$ cat config.mk
export PLATFORM = sky130hd
export DESIGN_NAME = source_token_splitter
export DESIGN_NICKNAME = d
export VERILOG_FILES = /design/src/sv/tok_pkg.sv /design/src/sv/source_token_splitter.sv
export SDC_FILE = /design/constraint.sdc
export NUM_CORES = 1
export LEC_CHECK = 0
export BUFFER_PORTS_ARGS = -buffer_cell sky130_fd_sc_hd__buf_4
export CAP_MARGIN = 25
export CORE_AREA = 3 3 97 99
export CTS_CLUSTER_DIAMETER = 80
export DETAILED_ROUTE_END_ITERATION = 7
export DIE_AREA = 0 0 100 102
export MAX_ROUTING_LAYER = met4
export PLACE_DENSITY = 0.75
export SLEW_MARGIN = 5
export SYNTH_ARGS = -nofsm -noshare
export SYNTH_HDL_FRONTEND = slang
export SYNTH_SLANG_ARGS = --single-unit
$ cat constraint.sdc
create_clock -name clk -period 4.2 [get_ports clk]
set_clock_uncertainty 0.2 [all_clocks]
set_input_delay 0.42 -clock clk [delete_from_list [all_inputs] [get_ports clk]]
set_output_delay 0.42 -clock clk [all_outputs]
set_load 0.03 [all_outputs]
$ cat src/sv/tok_pkg.sv
`default_nettype none

package tok_pkg;

	typedef enum logic [1:0] {
		MODE_IDLE,
		MODE_WORD,
		MODE_STR,
		MODE_OP
	} mode_t;

	localparam logic [2:0] KIND_NUMBER    = 3'd0;
	localparam logic [2:0] KIND_IDENT     = 3'd1;
	localparam logic [2:0] KIND_MALFORMED = 3'd2;
	localparam logic [2:0] KIND_STRING    = 3'd3;
	localparam logic [2:0] KIND_UNTERM    = 3'd4;
	localparam logic [2:0] KIND_OPERATOR  = 3'd5;
	localparam logic [2:0] KIND_SYMBOL    = 3'd6;

	localparam logic [7:0] CH_EQ    = 8'h3D;
	localparam logic [7:0] CH_BANG  = 8'h21;
	localparam logic [7:0] CH_LT    = 8'h3C;
	localparam logic [7:0] CH_GT    = 8'h3E;
	localparam logic [7:0] CH_QUOTE = 8'h22;
	localparam logic [7:0] CH_UNDER = 8'h5F;

	// Result queue depth; pointers wrap modulo this value.
	localparam int unsigned FIFO_DEPTH = 3;

	typedef struct packed {
		logic [7:0] ch;
		logic       first;
		logic       last;
		logic [2:0] kind;
		logic       run_last;
	} tok_res_t;

	function automatic logic is_digit(input logic [7:0] c);
		return c inside {[8'h30:8'h39]};
	endfunction

	function automatic logic is_word(input logic [7:0] c);
		return is_digit(c) || (c inside {[8'h61:8'h7A]}) || (c inside {[8'h41:8'h5A]}) ||
			(c == CH_UNDER);
	endfunction

	function automatic logic is_space(input logic [7:0] c);
		return (c == 8'h20) || (c inside {[8'h09:8'h0D]});
	endfunction

	function automatic logic is_opchar(input logic [7:0] c);
		return (c == CH_EQ) || (c == CH_BANG) || (c == CH_LT) || (c == CH_GT);
	endfunction

	function automatic logic [2:0] word_kind(input logic leads_digit, input logic all_digits);
		logic [2:0] k;
		if (all_digits)
			k = KIND_NUMBER;
		else if (leads_digit)
			k = KIND_MALFORMED;
		else
			k = KIND_IDENT;
		return k;
	endfunction

	function automatic tok_res_t make_res(input logic [7:0] c, input logic first,
		input logic last, input logic [2:0] kind);
		tok_res_t r;
		r.ch       = c;
		r.first    = first;
		r.last     = last;
		r.kind     = last ? kind : KIND_NUMBER;
		r.run_last = 1'b0;
		return r;
	endfunction

	function automatic logic [1:0] ptr_add(input logic [1:0] p, input logic [1:0] n);
		logic [2:0] s;
		s = {1'b0, p} + {1'b0, n};
		if (s >= 3'(FIFO_DEPTH))
			s = s - 3'(FIFO_DEPTH);
		return s[1:0];
	endfunction

endpackage

`default_nettype wire

$ cat src/sv/source_token_splitter.sv
// Streaming tokenizer. Source bytes enter on the input channel (byte_in, with
// end_of_text marking the final byte of a text) and token bytes leave on the
// output channel, each with start/end marks, a kind at the token end, and
// run_last on the last result that an input byte caused.
// One byte is held back so that word ends and operator pairs can be decided,
// so a byte's own result is written into the result queue when the later byte
// that closes or extends its token is accepted; a byte that emits at once (symbol,
// closing quote, end of text) has its results queued when it is accepted.
// Each accepted byte yields zero, one or two results, which go into a
// three-entry result queue. Input is taken whenever the queue holds at most
// one result, so with the receiver ready the block takes one byte per cycle,
// except that a byte yielding two results leaves two in the queue and holds
// in_ready low until the receiver takes one of them.
// When the receiver stalls, the queue fills and in_ready drops; the front
// result stays on the output ports until taken.
// Reset clears the queue and returns the tokenizer to idle with nothing held.
`default_nettype none

module source_token_splitter import tok_pkg::*; (
	input  wire logic       clk,
	input  wire logic       arst_n,
	input  wire logic       in_valid,
	output logic            in_ready,
	input  wire logic [7:0] byte_in,
	input  wire logic       end_of_text,
	output logic            out_valid,
	input  wire logic       out_ready,
	output logic [7:0]      char_out,
	output logic            token_start,
	output logic            token_end,
	output logic [2:0]      token_kind,
	output logic            run_last
);

	mode_t      mode_q, n_mode, eff_mode;
	logic       held_valid_q, n_held_valid;
	logic [7:0] held_char_q, n_held_char;
	logic       held_first_q, n_held_first;
	logic       leads_digit_q, n_leads_digit;
	logic       all_digits_q, n_all_digits;

	tok_res_t   res_c [2];
	logic [1:0] n_res;
	logic       do_fresh;
	logic [2:0] flush_kind;

	tok_res_t   fifo_q [FIFO_DEPTH];
	logic [1:0] wr_ptr_q, rd_ptr_q, count_q;
	logic       accept, pop;
	tok_res_t   head;

	assign accept = in_valid && in_ready;
	assign pop    = out_valid && out_ready;

	always_comb begin
		n_mode        = mode_q;
		n_held_valid  = held_valid_q;
		n_held_char   = held_char_q;
		n_held_first  = held_first_q;
		n_leads_digit = leads_digit_q;
		n_all_digits  = all_digits_q;
		res_c[0]      = '0;
		res_c[1]      = '0;
		n_res         = 2'd0;
		do_fresh      = 1'b0;
		flush_kind    = KIND_SYMBOL;
		eff_mode      = held_valid_q ? mode_q : MODE_IDLE;

		case (eff_mode)
			MODE_WORD: begin
				if (is_word(byte_in)) begin
					res_c[n_res[0]] = make_res(held_char_q, held_first_q, 1'b0, KIND_NUMBER);
					n_res = n_res + 2'd1;
					n_held_char  = byte_in;
					n_held_first = 1'b0;
					n_all_digits = all_digits_q && is_digit(byte_in);
				end else begin
					res_c[n_res[0]] = make_res(held_char_q, held_first_q, 1'b1,
						word_kind(leads_digit_q, all_digits_q));
					n_res = n_res + 2'd1;
					n_mode       = MODE_IDLE;
					n_held_valid = 1'b0;
					n_held_first = 1'b0;
					do_fresh     = 1'b1;
				end
			end
			MODE_STR: begin
				res_c[n_res[0]] = make_res(held_char_q, held_first_q, 1'b0, KIND_NUMBER);
				n_res = n_res + 2'd1;
				if (byte_in == CH_QUOTE) begin
					res_c[n_res[0]] = make_res(byte_in, 1'b0, 1'b1, KIND_STRING);
					n_res = n_res + 2'd1;
					n_mode       = MODE_IDLE;
					n_held_valid = 1'b0;
					n_held_first = 1'b0;
				end else begin
					n_held_char  = byte_in;
					n_held_first = 1'b0;
				end
			end
			MODE_OP: begin
				if (byte_in == CH_EQ) begin
					res_c[n_res[0]] = make_res(held_char_q, 1'b1, 1'b0, KIND_NUMBER);
					n_res = n_res + 2'd1;
					res_c[n_res[0]] = make_res(byte_in, 1'b0, 1'b1, KIND_OPERATOR);
					n_res = n_res + 2'd1;
				end else begin
					res_c[n_res[0]] = make_res(held_char_q, 1'b1, 1'b1, KIND_SYMBOL);
					n_res = n_res + 2'd1;
					do_fresh = 1'b1;
				end
				n_mode       = MODE_IDLE;
				n_held_valid = 1'b0;
				n_held_first = 1'b0;
			end
			default: begin
				do_fresh = 1'b1;
			end
		endcase

		// A byte that starts nothing pending: open a word, literal or operator, or emit it; whitespace emits nothing.
		if (do_fresh) begin
			if (is_word(byte_in)) begin
				n_mode        = MODE_WORD;
				n_held_valid  = 1'b1;
				n_held_char   = byte_in;
				n_held_first  = 1'b1;
				n_leads_digit = is_digit(byte_in);
				n_all_digits  = is_digit(byte_in);
			end else if (byte_in == CH_QUOTE) begin
				n_mode       = MODE_STR;
				n_held_valid = 1'b1;
				n_held_char  = byte_in;
				n_held_first = 1'b1;
			end else if (is_opchar(byte_in)) begin
				n_mode       = MODE_OP;
				n_held_valid = 1'b1;
				n_held_char  = byte_in;
				n_held_first = 1'b1;
			end else if (!is_space(byte_in)) begin
				res_c[n_res[0]] = make_res(byte_in, 1'b1, 1'b1, KIND_SYMBOL);
				n_res = n_res + 2'd1;
			end
		end

		if (end_of_text && n_held_valid) begin
			if (n_mode == MODE_WORD)
				flush_kind = word_kind(n_leads_digit, n_all_digits);
			else if (n_mode == MODE_STR)
				flush_kind = KIND_UNTERM;
			else
				flush_kind = KIND_SYMBOL;
			res_c[n_res[0]] = make_res(n_held_char, n_held_first, 1'b1, flush_kind);
			n_res = n_res + 2'd1;
			n_mode       = MODE_IDLE;
			n_held_valid = 1'b0;
			n_held_first = 1'b0;
		end

		// With one result it sits in slot 0, with two the last is in slot 1.
		if (n_res != 2'd0)
			res_c[n_res[1]].run_last = 1'b1;
	end

	always_ff @(posedge clk or negedge arst_n) begin
		if (!arst_n) begin
			mode_q        <= MODE_IDLE;
			held_valid_q  <= 1'b0;
			held_char_q   <= '0;
			held_first_q  <= 1'b0;
			leads_digit_q <= 1'b0;
			all_digits_q  <= 1'b0;
		end else if (accept) begin
			mode_q        <= n_mode;
			held_valid_q  <= n_held_valid;
			held_char_q   <= n_held_char;
			held_first_q  <= n_held_first;
			leads_digit_q <= n_leads_digit;
			all_digits_q  <= n_all_digits;
		end
	end

	always_ff @(posedge clk) begin
		if (accept && (n_res != 2'd0))
			fifo_q[wr_ptr_q] <= res_c[0];
		if (accept && (n_res == 2'd2))
			fifo_q[ptr_add(wr_ptr_q, 2'd1)] <= res_c[1];
	end

	always_ff @(posedge clk or negedge arst_n) begin
		if (!arst_n) begin
			wr_ptr_q <= '0;
			rd_ptr_q <= '0;
			count_q  <= '0;
		end else begin
			if (accept)
				wr_ptr_q <= ptr_add(wr_ptr_q, n_res);
			if (pop)
				rd_ptr_q <= ptr_add(rd_ptr_q, 2'd1);
			count_q <= count_q + (accept ? n_res : 2'd0) - (pop ? 2'd1 : 2'd0);
		end
	end

	// Room for two more results is kept before a new transaction is taken.
	assign in_ready    = (count_q <= 2'd1);
	assign out_valid   = (count_q != 2'd0);
	assign head        = fifo_q[rd_ptr_q];
	assign char_out    = head.ch;
	assign token_start = head.first;
	assign token_end   = head.last;
	assign token_kind  = head.kind;
	assign run_last    = head.run_last;

	a_open_token_is_held: assert property (@(posedge clk) disable iff (!arst_n)
		(mode_q != MODE_IDLE) |-> held_valid_q)
		else $error("token mode open with no held byte");

	a_eot_flushes: assert property (@(posedge clk) disable iff (!arst_n)
		(in_valid && in_ready && end_of_text) |=> !held_valid_q)
		else $error("held byte survived end of text");

	a_kind_only_at_end: assert property (@(posedge clk) disable iff (!arst_n)
		(out_valid && !token_end) |-> (token_kind == KIND_NUMBER))
		else $error("token kind set on a byte that does not end a token");

	a_queue_bound: assert property (@(posedge clk) disable iff (!arst_n)
		(in_valid && in_ready) |=> (count_q <= 2'd3) && (count_q != 2'd0 || !$past(n_res != 2'd0)
			|| $past(pop)))
		else $error("result queue count inconsistent with writes");

endmodule

`default_nettype wire

==> impl_metrics.ini, run 1 <==
[run_status]
outcome = finished clean

[critical_path]
required_ns = 4.26
arrival_ns = 4.00
r2r_slack_ns = 0.25
end_kind = register
cp-endpoint = wr_ptr_q[0]$_DFFE_PN0P_
startpoint = mode_q[0]$_DFFE_PN0P_
r2r_cells = 17
cp-start-kind = register
r2r-start = mode_q[0]$_DFFE_PN0P_
worstPathMaxFanout = 5
r2r_end = wr_ptr_q[0]$_DFFE_PN0P_
setup.worst_path.class = register to register

[power_and_ir_drop]
vdd_drop_max_v = 0.000234
p_leak_nw = 2.22
p_per_area_nw_per_um2 = 599

[worst_hold_path]
worstHoldPathType = input port to register
min-delay-start = end_of_text

[timing]
hold_violations = 0
worstMarginPinSlew_ns = 0.849
tns_ns = 0
setup_viol = 0
fin_crit_sh_pct = 94.0
slew_violations = 0
fmax_mhz = 253
slew_headroom_pct = 43.4
fin_crit_ns = 3.95
grt_setup_unrepaired = false
holdWs_ns = 0.128

[logic_synthesis]
ys.flop_type = edfxtp_1
yosysUniqueCellTypes = 72
syn_nets = 532
ys_ff_latch = 62
synth_area_um2 = 4760
syn_inst = 503
yosysWarnings = 0
async_flop_share_pct = 32.3
synth_edf_count = 42
avgSynthCellArea_um2 = 9.45
yosysSeqAreaShare_pct = 37.0

[floorplan]
pin_count = 29
core_um2 = 8640
fp.dieH_um = 102
die_w_um = 100
num_rows = 34
start_util_pct = 55.1
fp.dieArea_um2 = 10200

[clock_network]
clk_path_buf_depth = 2
cts_buffers = 9
cts_max_level = 3
cts.sinks = 62
cts_root_buffer = clkbuf_8
worstSkewPairLatency_ns = 0.34
clkTransAtPathRegs_ns = 0.08
cts_tree = built

[detailed_routing]
antenna_left = 0
firstDrtPassIters = 5
wl_um = 12700
drtIter0Drc = 436
vias = 4139
drc = 0
vias_per_cell = 6.24
wl_per_cell_um = 19.2

[cells_and_area]
drive_gt1_share_pct = 21.8
area_growth_pct = 14.8
diodes = 0
nets = 579
fill_cells = 747

[global_route]
grtUsageTotal_pct = 26.4
grt_max_degree = 31
antenna_found_initial = 0
grt_pass1_vias = 3880
grt_pass1_wl_um = 20700
grt.overflow.total = 0

[placement]
dp_hpwl_um = 9510
gp_congestion = 0.983
io_buffers = 28

[job]
maxCapViolations = 0
-- registers in the layout, indices dropped and copies added, names as in the netlist --
signal	count
all_digits_q	1
mode_q	2
held_char_q	8
rd_ptr_q	2
fifo_q	42
leads_digit_q	1
held_valid_q	1
wr_ptr_q	2
held_first_q	1
count_q	2
-- worst max-delay path, cell delays in order, from the launching register on --
cell and delay [ns]:
dfrtp_2 0.45, nand2_2 0.12, ha_1 0.17, inv_1 0.07, a31o_2 0.23, a31o_2 0.25, inv_1 0.09, ha_1 0.24
and3_1 0.18, nor2_2 0.15, xnor2_1 0.16, ha_2 0.22, fa_1 0.45, ha_2 0.21, or3_1 0.36, a21oi_1 0.14
nor2_1 0.05, a21oi_1 0.11
-- cells in the mapped netlist (9+ instances only) --
| library cell | instances | area (µm²) |
|---|---|---|
| nand2_1 | 56 | 210 |
| nor3_1 | 10 | 50.1 |
| dfrtp_1 | 20 | 500 |
| nor2_1 | 22 | 82.6 |
| mux2i_1 | 55 | 551 |
| nand3_1 | 18 | 90.1 |
| clkbuf_1 | 18 | 67.6 |
| inv_1 | 20 | 75.1 |
| edfxtp_1 | 42 | 1260 |
| o21ai_0 | 45 | 225 |
| buf_2 | 9 | 45.0 |
| a21oi_1 | 19 | 95.1 |
| ha_1 | 15 | 188 |
-- kinds of logic (layout without fill, tap and decap cells) --
group                      after synthesis  count (layout)  share of synthesized area (%)
adders and majority gates               16              16                           4.37
muxes                                   63              63                           13.5
buffers and inverters                   55             107                           5.37
and+or+nand+nor                        150             150                           15.9
xor gates and xnor gates                 6               6                           1.11
DFF                                     62              62                           37.0
AOI/OAI and AO/OA                      151             151                           22.7
-- placed cells by master, fill, tap and decap left out, types with 8 or more instances in the layout --
cell / netlist / layout
nor2_1: 22 / 21
nand2_1: 56 / 54
ha_1: 15 / 13
buf_4: 4 / 69
mux2i_1: 55 / 55
dfrtp_1: 20 / 18
nor3_1: 10 / 10
and3_1: 8 / 8
a221oi_1: 8 / 8
a21oi_1: 19 / 19
clkbuf_8: 0 / 9
inv_1: 20 / 20
nand3_1: 18 / 18
edfxtp_1: 42 / 42
o21ai_0: 45 / 45
-- power breakdown --
| part | leakage [nW] | switching, mW | internal (mW) | total, mW |
|---|---|---|---|---|
| clock | 0.100 | 0.241 | 0.273 | 0.514 |
| combinational | 1.49 | 1.01 | 0.705 | 1.71 |
| sequential | 0.633 | 0.176 | 0.867 | 1.04 |
| total | 2.22 | 1.43 | 1.84 | 3.27 |
-- what timing repair did --
item | 4_1_cts | 5_1_grt
endpoints found under the setup margin | 0 | 1
endpoints found under the hold margin | 20 | 0
gates resized for setup | 0 | 5
hold buffers | 1 | 0
buffers inserted | 0 | 1
-- final cells by class --
class,count,area [µm²],share of cell area [%]
Clock buffer,10,128,2.34
Clock inverter,6,62.6,1.15
Inverter,21,78.8,1.44
Multi-Input combinational cell,386,2770,50.6
Sequential cell,62,1760,32.3
Tap cell,108,135,2.47
Timing Repair Buffer,70,528,9.67
-- routing by layer --
| layer | GRT usage (%) | up-vias | wire [µm] |
|---|---|---|---|
| met5 | - | - | 0 |
| met4 | 7.77 | 0 | 259 |
| met3 | 3.34 | 20 | 766 |
| met2 | 40.0 | 174 | 5850 |
| met1 | 37.4 | 1953 | 5850 |
| li1 | - | 1992 | - |
-- worst min path at each step --
stage / to / slack, ns / cells past startpoint
2_1_floorplan: all_digits_q$_DFFE_PN0P_ / -0.08 / 0
3_3_place_gp: held_char_q[7]$_DFFE_PN0P_ / 0.14 / 1
3_5_place_dp: held_char_q[6]$_DFFE_PN0P_ / 0.14 / 1
4_1_cts: held_valid_q$_DFFE_PN0P_ / 0.12 / 2
5_1_grt: held_valid_q$_DFFE_PN0P_ / 0.13 / 2
6_report: held_valid_q$_DFFE_PN0P_ / 0.13 / 2
-- metrics by stage --
step                      total power [mW]  setup WS, ns  area (µm²)  utilization (%)  instances
final                                 3.27         0.253        5460             63.2        663
after global routing                  3.49       0.00333        5460             63.2        663
after CTS                             3.24         0.144        5440             63.0        662
after detailed placement              2.73        0.0702        5240             60.7        645
after global placement                2.67         0.180        5240             60.7        645
after floorplan                       2.20        0.0340        4780                -        503
(Power assumes the default switching activity.)
==> run 2: changes to the inputs <==
--- a/config.mk
+++ b/config.mk
@@ -5,14 +5,15 @@
 export SDC_FILE = /design/constraint.sdc
 export NUM_CORES = 1
 export LEC_CHECK = 0
+export ABC_AREA = 1
 export BUFFER_PORTS_ARGS = -buffer_cell sky130_fd_sc_hd__buf_4
 export CAP_MARGIN = 25
-export CORE_AREA = 3 3 97 99
+export CORE_AREA = 3 3 87 109
 export CTS_CLUSTER_DIAMETER = 80
 export DETAILED_ROUTE_END_ITERATION = 7
-export DIE_AREA = 0 0 100 102
+export DIE_AREA = 0 0 90 112
 export MAX_ROUTING_LAYER = met4
-export PLACE_DENSITY = 0.75
+export PLACE_DENSITY = 0.76
 export SLEW_MARGIN = 5
 export SYNTH_ARGS = -nofsm -noshare
 export SYNTH_HDL_FRONTEND = slang
==> run 2 against run 1 <==
  * First-iteration DRC count decreased by 37%
  * Register-to-register slack gained 0.02 ns
  * Via count increased by 6.3%
  * Power increased by 3.5%
  * Setup slack gained 0.022 ns
  * Routed wire length decreased by 6.9%
  * Worst hold slack improved by 0.057 ns
  * Sequential share of layout area rose by 0.85 points
  * Critical path type unchanged
  * Critical endpoint is now wr_ptr_q[1]$_DFFE_PN0P_
  * Largest power group unchanged
==> impl_metrics.ini, run 2 <==
[job]
maxCapViolations = 0

[global_route]
grt_max_degree = 24
grt_pass1_wl_um = 20100
antenna_found_initial = 0
grtUsageTotal_pct = 25.3
grt.overflow.total = 0
grt_pass1_vias = 4097

[timing]
holdWs_ns = 0.185
worstMarginPinSlew_ns = 0.891
setup_viol = 0
fin_crit_sh_pct = 93.4
slew_violations = 0
hold_violations = 0
tns_ns = 0
fin_crit_ns = 3.92
fmax_mhz = 255
slew_headroom_pct = 40.6
grt_setup_unrepaired = false

[critical_path]
arrival_ns = 3.92
r2r-start = held_valid_q$_DFFE_PN0P_
startpoint = held_valid_q$_DFFE_PN0P_
r2r_end = wr_ptr_q[1]$_DFFE_PN0P_
cp-start-kind = register
worstPathMaxFanout = 12
crit_chain = nand2_2, inv_1, ha_1, nand2_1, nand2_1, nand2_1, nand2_1, ha_1, nand3_2, nand2_4, nand2_8, nand2_8, inv_1, ha_1, fa_1, ha_1, nor2_1, o21ai_0, inv_1, o21ai_0, o22ai_1
critical_path_depth = 21
setup.worst_path.class = register to register
slowest_delay_ns = 0.54
crit_path_top_delay_cell = fa_1
cp_top_family = adder cells
required_ns = 4.20
crit_buf_inv = 3
r2r_slack_ns = 0.28
cp-endpoint = wr_ptr_q[1]$_DFFE_PN0P_
end_kind = register
r2r_cells = 21

[cells_and_area]
reg_top3 = fifo_q (42), held_char_q (8)
design_area_um2 = 5320
area_growth_pct = 12.8
top_register = fifo_q
fill_cells = 809
layout_common_cells = nand2_1 (313), inv_1 (47), nor2_1 (42), edfxtp_1 (42), buf_4 (40)
diodes = 0
final_common_cell = nand2_1
largest_reg_flops = 42
drive_gt1_share_pct = 15.4
nets = 739

[clock_network]
clkTransAtPathRegs_ns = 0.08
cts_buffers = 9
clk_path_buf_depth = 2
cts_max_level = 3
cts.sinks = 62
post_cts_buffers = 0
cts_tree = built
worstSkewPairLatency_ns = 0.35
cts_root_buffer = clkbuf_8

[detailed_routing]
drtIter0Drc = 276
drc = 0
antenna_left = 0
vias_per_cell = 5.27
vias = 4401
wl_per_cell_um = 14.2
wl_um = 11800
firstDrtPassIters = 5

[logic_synthesis]
yosys.area.top_type = edfxtp_1
yosys.area.top_type_share_pct = 26.8
synth_edf_count = 42
ys_ff_latch = 62
avgSynthCellArea_um2 = 6.94
ys.flop_type = edfxtp_1
yosysMostFrequentCell = nand2_1
yosysSeqAreaShare_pct = 37.4
yosysUniqueCellTypes = 41
synth_common_cells = nand2_1 (315), inv_1 (47), edfxtp_1 (42), nor2_1 (42), nand3_1 (37)
async_flop_share_pct = 32.3
synth_area_um2 = 4710
syn_inst = 679
yosysWarnings = 0
syn_nets = 708
ys_top_cells_by_area = edfxtp_1 (27%), nand2_1 (25%), dfrtp_1 (11%), ha_1 (4.0%), nand3_1 (3.9%)

[placement]
post_dp_cell_area_um2 = 5020
dp_hpwl_um = 9040
io_buffers = 28
gp_congestion = 1.02

[run_status]
outcome = finished clean

[power_and_ir_drop]
p_leak_nw = 2.60
vdd_drop_max_v = 0.000265
p_per_area_nw_per_um2 = 636

[floorplan]
start_util_pct = 54.5
num_rows = 38
fp.dieH_um = 112
die_w_um = 90
pin_count = 29
core_um2 = 8650
fp.dieArea_um2 = 10100

[worst_hold_path]
worstHoldPathType = input port to register
==> run 2: what timing repair did <==
| action | CTS | global route |
|---|---|---|
| resized for setup | 0 | 7 |
| setup endpoints to repair | 0 | 2 |
| hold endpoints to repair | 20 | 0 |
| hold buffers | 1 | 0 |
==> run 2: metrics by stage <==
step / instances / utilization, % / total power, mW / setup WS (ns)
CTS: 834 / 61.0 / 3.34 / 0.150
detailed placement: 817 / 58.0 / 2.69 / 0.178
floorplan: 679 / - / 2.23 / 0.560
global placement: 817 / 58.0 / 2.63 / 0.351
global route: 835 / 61.5 / 3.66 / 0.000711
finish: 835 / 61.5 / 3.38 / 0.276
==> run 2: worst min-delay path by stage <==
stage                           start                          to  cells after the start
after global routing        out_ready     rd_ptr_q[1]$_DFFE_PN0P_                      3
after CTS                   out_ready     rd_ptr_q[1]$_DFFE_PN0P_                      3
after global placement         arst_n  held_char_q[3]$_DFFE_PN0P_                      1
final                     end_of_text    held_valid_q$_DFFE_PN0P_                      4
after detailed placement       arst_n  held_char_q[4]$_DFFE_PN0P_                      1
after floorplan                arst_n    all_digits_q$_DFFE_PN0P_                      0
==> run 2: kinds of logic (layout without fill, tap and decap cells) <==
kind of cell | after synthesis | in the layout | synth area share, %
XOR/XNOR | 1 | 1 | 0.186
AND/OR/NAND/NOR | 438 | 438 | 40.2
flip-flops | 62 | 62 | 37.4
AO/OA/AOI/OAI | 80 | 80 | 9.96
buffers and inverters | 82 | 118 | 7.91
adder cells (fa/ha/maj) | 16 | 16 | 4.41
==> run 2: layout make-up <==
class / count / area (µm²) / area share, %
multi-input cells: 535 / 2610 / 49.1
flip-flops and latches: 62 / 1760 / 33.2
repair buffers: 41 / 310 / 5.84
inverters: 61 / 236 / 4.45
well taps: 120 / 150 / 2.82
clock buffers: 9 / 124 / 2.33
clock inverters: 7 / 123 / 2.31
==> run 2: tightest hold or removal path, cell delays in order <==
cell     delay [ns]
buf_4          0.09
inv_1          0.06
nand3_1        0.08
nand2_1        0.04
==> run 2: routing by layer <==
metal	wire length, µm	track usage, %	vias up
met1	5150	32.1	1970
met5	0	-	-
met2	5700	41.2	164
li1	-	-	2242
met3	672	3.45	25
met4	315	9.60	0
==> run 2: report_power, final <==
group          switching (mW)  internal, mW  total (mW)
clock network           0.254         0.396       0.650
registers               0.109         0.867       0.975
logic                    1.18         0.581        1.76
total                    1.54          1.84        3.38
==> run 3: changes to the inputs <==
--- a/config.mk
+++ b/config.mk
@@ -6,7 +6,7 @@
 export NUM_CORES = 1
 export LEC_CHECK = 0
 export ABC_AREA = 1
-export BUFFER_PORTS_ARGS = -buffer_cell sky130_fd_sc_hd__buf_4
+export BUFFER_PORTS_ARGS = -buffer_cell sky130_fd_sc_hd__buf_2
 export CAP_MARGIN = 25
 export CORE_AREA = 3 3 87 109
 export CTS_CLUSTER_DIAMETER = 80
==> run 3 against run 2 <==
  * Core utilization decreased by 2.0 points
  * Clock-buffer cell count rose by 1
  * Global-route usage is 0.066 points higher
  * Fmax decreased by 0.32%
  * Final cell count shrank 0.12%
  * Critical path depth stayed put
  * Flip-flop and latch count is the same
  * Clock power is 28% lower
  * Worst hold slack gained 0.0042 ns
==> impl_metrics.ini, run 3 (same netlist as run 2, synthesis figures left out) <==
[global_route]
antenna_found_initial = 0
grtUsageTotal_pct = 25.3
grt_pass1_vias = 4129
grt_pass1_wl_um = 20100
grt.overflow.total = 0
grt_max_degree = 24

[critical_path]
end_kind = register
r2r_slack_ns = 0.26
r2r_cells = 21
r2r_end = wr_ptr_q[1]$_DFFE_PN0P_
startpoint = held_valid_q$_DFFE_PN0P_
cp-start-kind = register
cp-endpoint = wr_ptr_q[1]$_DFFE_PN0P_
worstPathMaxFanout = 12
r2r-start = held_valid_q$_DFFE_PN0P_
required_ns = 4.20
arrival_ns = 3.93
setup.worst_path.class = register to register

[timing]
hold_violations = 0
setup_viol = 0
fin_crit_ns = 3.94
worstMarginPinSlew_ns = 0.925
fin_crit_sh_pct = 93.7
fmax_mhz = 254
slew_violations = 0
grt_setup_unrepaired = false
slew_headroom_pct = 38.1
tns_ns = 0

[cells_and_area]
drive_gt1_share_pct = 15.1
regArea_um2 = 1760
reg_top3 = fifo_q (42), held_char_q (8)
largest_reg_flops = 42
diodes = 0
instances_no_fill = 834
multi_input_area_um2 = 2590
top_register = fifo_q
final_common_cell = nand2_1
nets = 738
layout_common_cells = nand2_1 (313), inv_1 (47), nor2_1 (42), edfxtp_1 (42), nand3_1 (37)
area_growth_pct = 9.16
fill_cells = 833

[floorplan]
num_rows = 38
start_util_pct = 54.5
core_um2 = 8650
pin_count = 29
die_w_um = 90
fp.dieH_um = 112
fp.dieArea_um2 = 10100

[power_and_ir_drop]
seqPwrFrac_pct = 31.2
p_leak_nw = 2.53
vdd_drop_max_v = 0.000221
p_int_mw = 1.61
p_per_area_nw_per_um2 = 605
power_frac_comb_pct = 53.6
netSwitchingPower_mw = 1.51
pwr-share-clk_pct = 15.1
p_sw_share_pct = 48.4

[placement]
dp.cells = 817
io_buffers = 28
dp_hpwl_um = 9060
gp_congestion = 0.999

[detailed_routing]
drtIter0Drc = 339
wl_um = 11800
drc = 0
antenna_left = 0
firstDrtPassIters = 5
vias_per_cell = 5.24
wl_per_cell_um = 14.2
vias = 4367

[clock_network]
post_cts_buffers = 0
cts_root_buffer = clkbuf_8
cts_tree = built
cts.sinks = 62
worstSkewPairLatency_ns = 0.35
cts_max_level = 3
clk_path_buf_depth = 2
cts_buffers = 9
clkTransAtPathRegs_ns = 0.07

[run_status]
outcome = finished clean

[worst_hold_path]
min_path_cells = 3
worstHoldPathType = input port to register

[job]
maxCapViolations = 0
==> run 3: routing by layer <==
layer,GRT usage (%),up-vias,part of all wire (%)
met5,-,-,0
met3,4.12,22,5.3
met4,8.17,0,2.0
li1,-,2239,-
met1,31.7,1957,44
met2,42.0,149,49
==> run 3: through the flow <==
stage / setup slack, ns / power (mW) / utilization, % / cell area [µm²] / hold slack [ns]
floorplan: 0.560 / 2.23 / - / 4710 / -0.0756
global placement: 0.319 / 2.58 / 57.2 / 4950 / 0.221
global route: 0.0112 / 3.37 / 59.5 / 5140 / 0.215
CTS: 0.141 / 3.11 / 59.3 / 5130 / 0.173
detailed placement: 0.158 / 2.64 / 57.2 / 4950 / 0.243
finish: 0.263 / 3.11 / 59.5 / 5140 / 0.189
==> run 3: area by class of cell <==
class                      count  area share, %
inverter                      61           4.60
clock buffer                  10           2.68
multi-input combinational    535           50.3
tap                          120           2.92
sequential                    62           34.2
timing repair buffer          40           4.52
clock inverter                 6          0.730
==> run 3: how the worst min path moves through the flow <==
stage              start                         end  slack [ns]
3_3_place_gp      arst_n  held_char_q[3]$_DFFE_PN0P_        0.22
6_report       out_ready     rd_ptr_q[1]$_DFFE_PN0P_        0.19
3_5_place_dp      arst_n  held_char_q[3]$_DFFE_PN0P_        0.24
2_1_floorplan     arst_n    all_digits_q$_DFFE_PN0P_       -0.08
4_1_cts        out_ready     rd_ptr_q[1]$_DFFE_PN0P_        0.17
5_1_grt        out_ready     rd_ptr_q[1]$_DFFE_PN0P_        0.21
==> run 3: worst max-delay path, stage by stage, from the launching register on <==
cell and delay, ns:
dfrtp_1 0.43, nand2_2 0.15, inv_1 0.10, ha_1 0.24, nand2_1 0.12, nand2_1 0.06, nand2_1 0.07, nand2_1 0.10
ha_1 0.31, nand3_2 0.10, nand2_4 0.13, nand2_4 0.13, nand2_4 0.15, inv_1 0.08, ha_1 0.19, fa_1 0.54
ha_1 0.17, nor2_1 0.04, o21ai_0 0.12, inv_1 0.10, o21ai_0 0.15, o22ai_1 0.10
==> run 3: timing repair <==
| item | CTS | global route |
|---|---|---|
| hold buffers | 1 | 0 |
| hold endpoints to repair | 20 | 0 |
| setup endpoints to repair | 0 | 2 |
| gates resized for setup | 0 | 3 |
==> run 3: power by group through the flow <==
stage	Sequential (mW)	Clock (mW)	Combinational, mW
2_1_floorplan	0.935	0	1.30
3_3_place_gp	0.976	0	1.60
3_5_place_dp	0.981	0	1.66
4_1_cts	0.969	0.481	1.66
5_1_grt	0.994	0.504	1.88
6_report	0.972	0.471	1.67
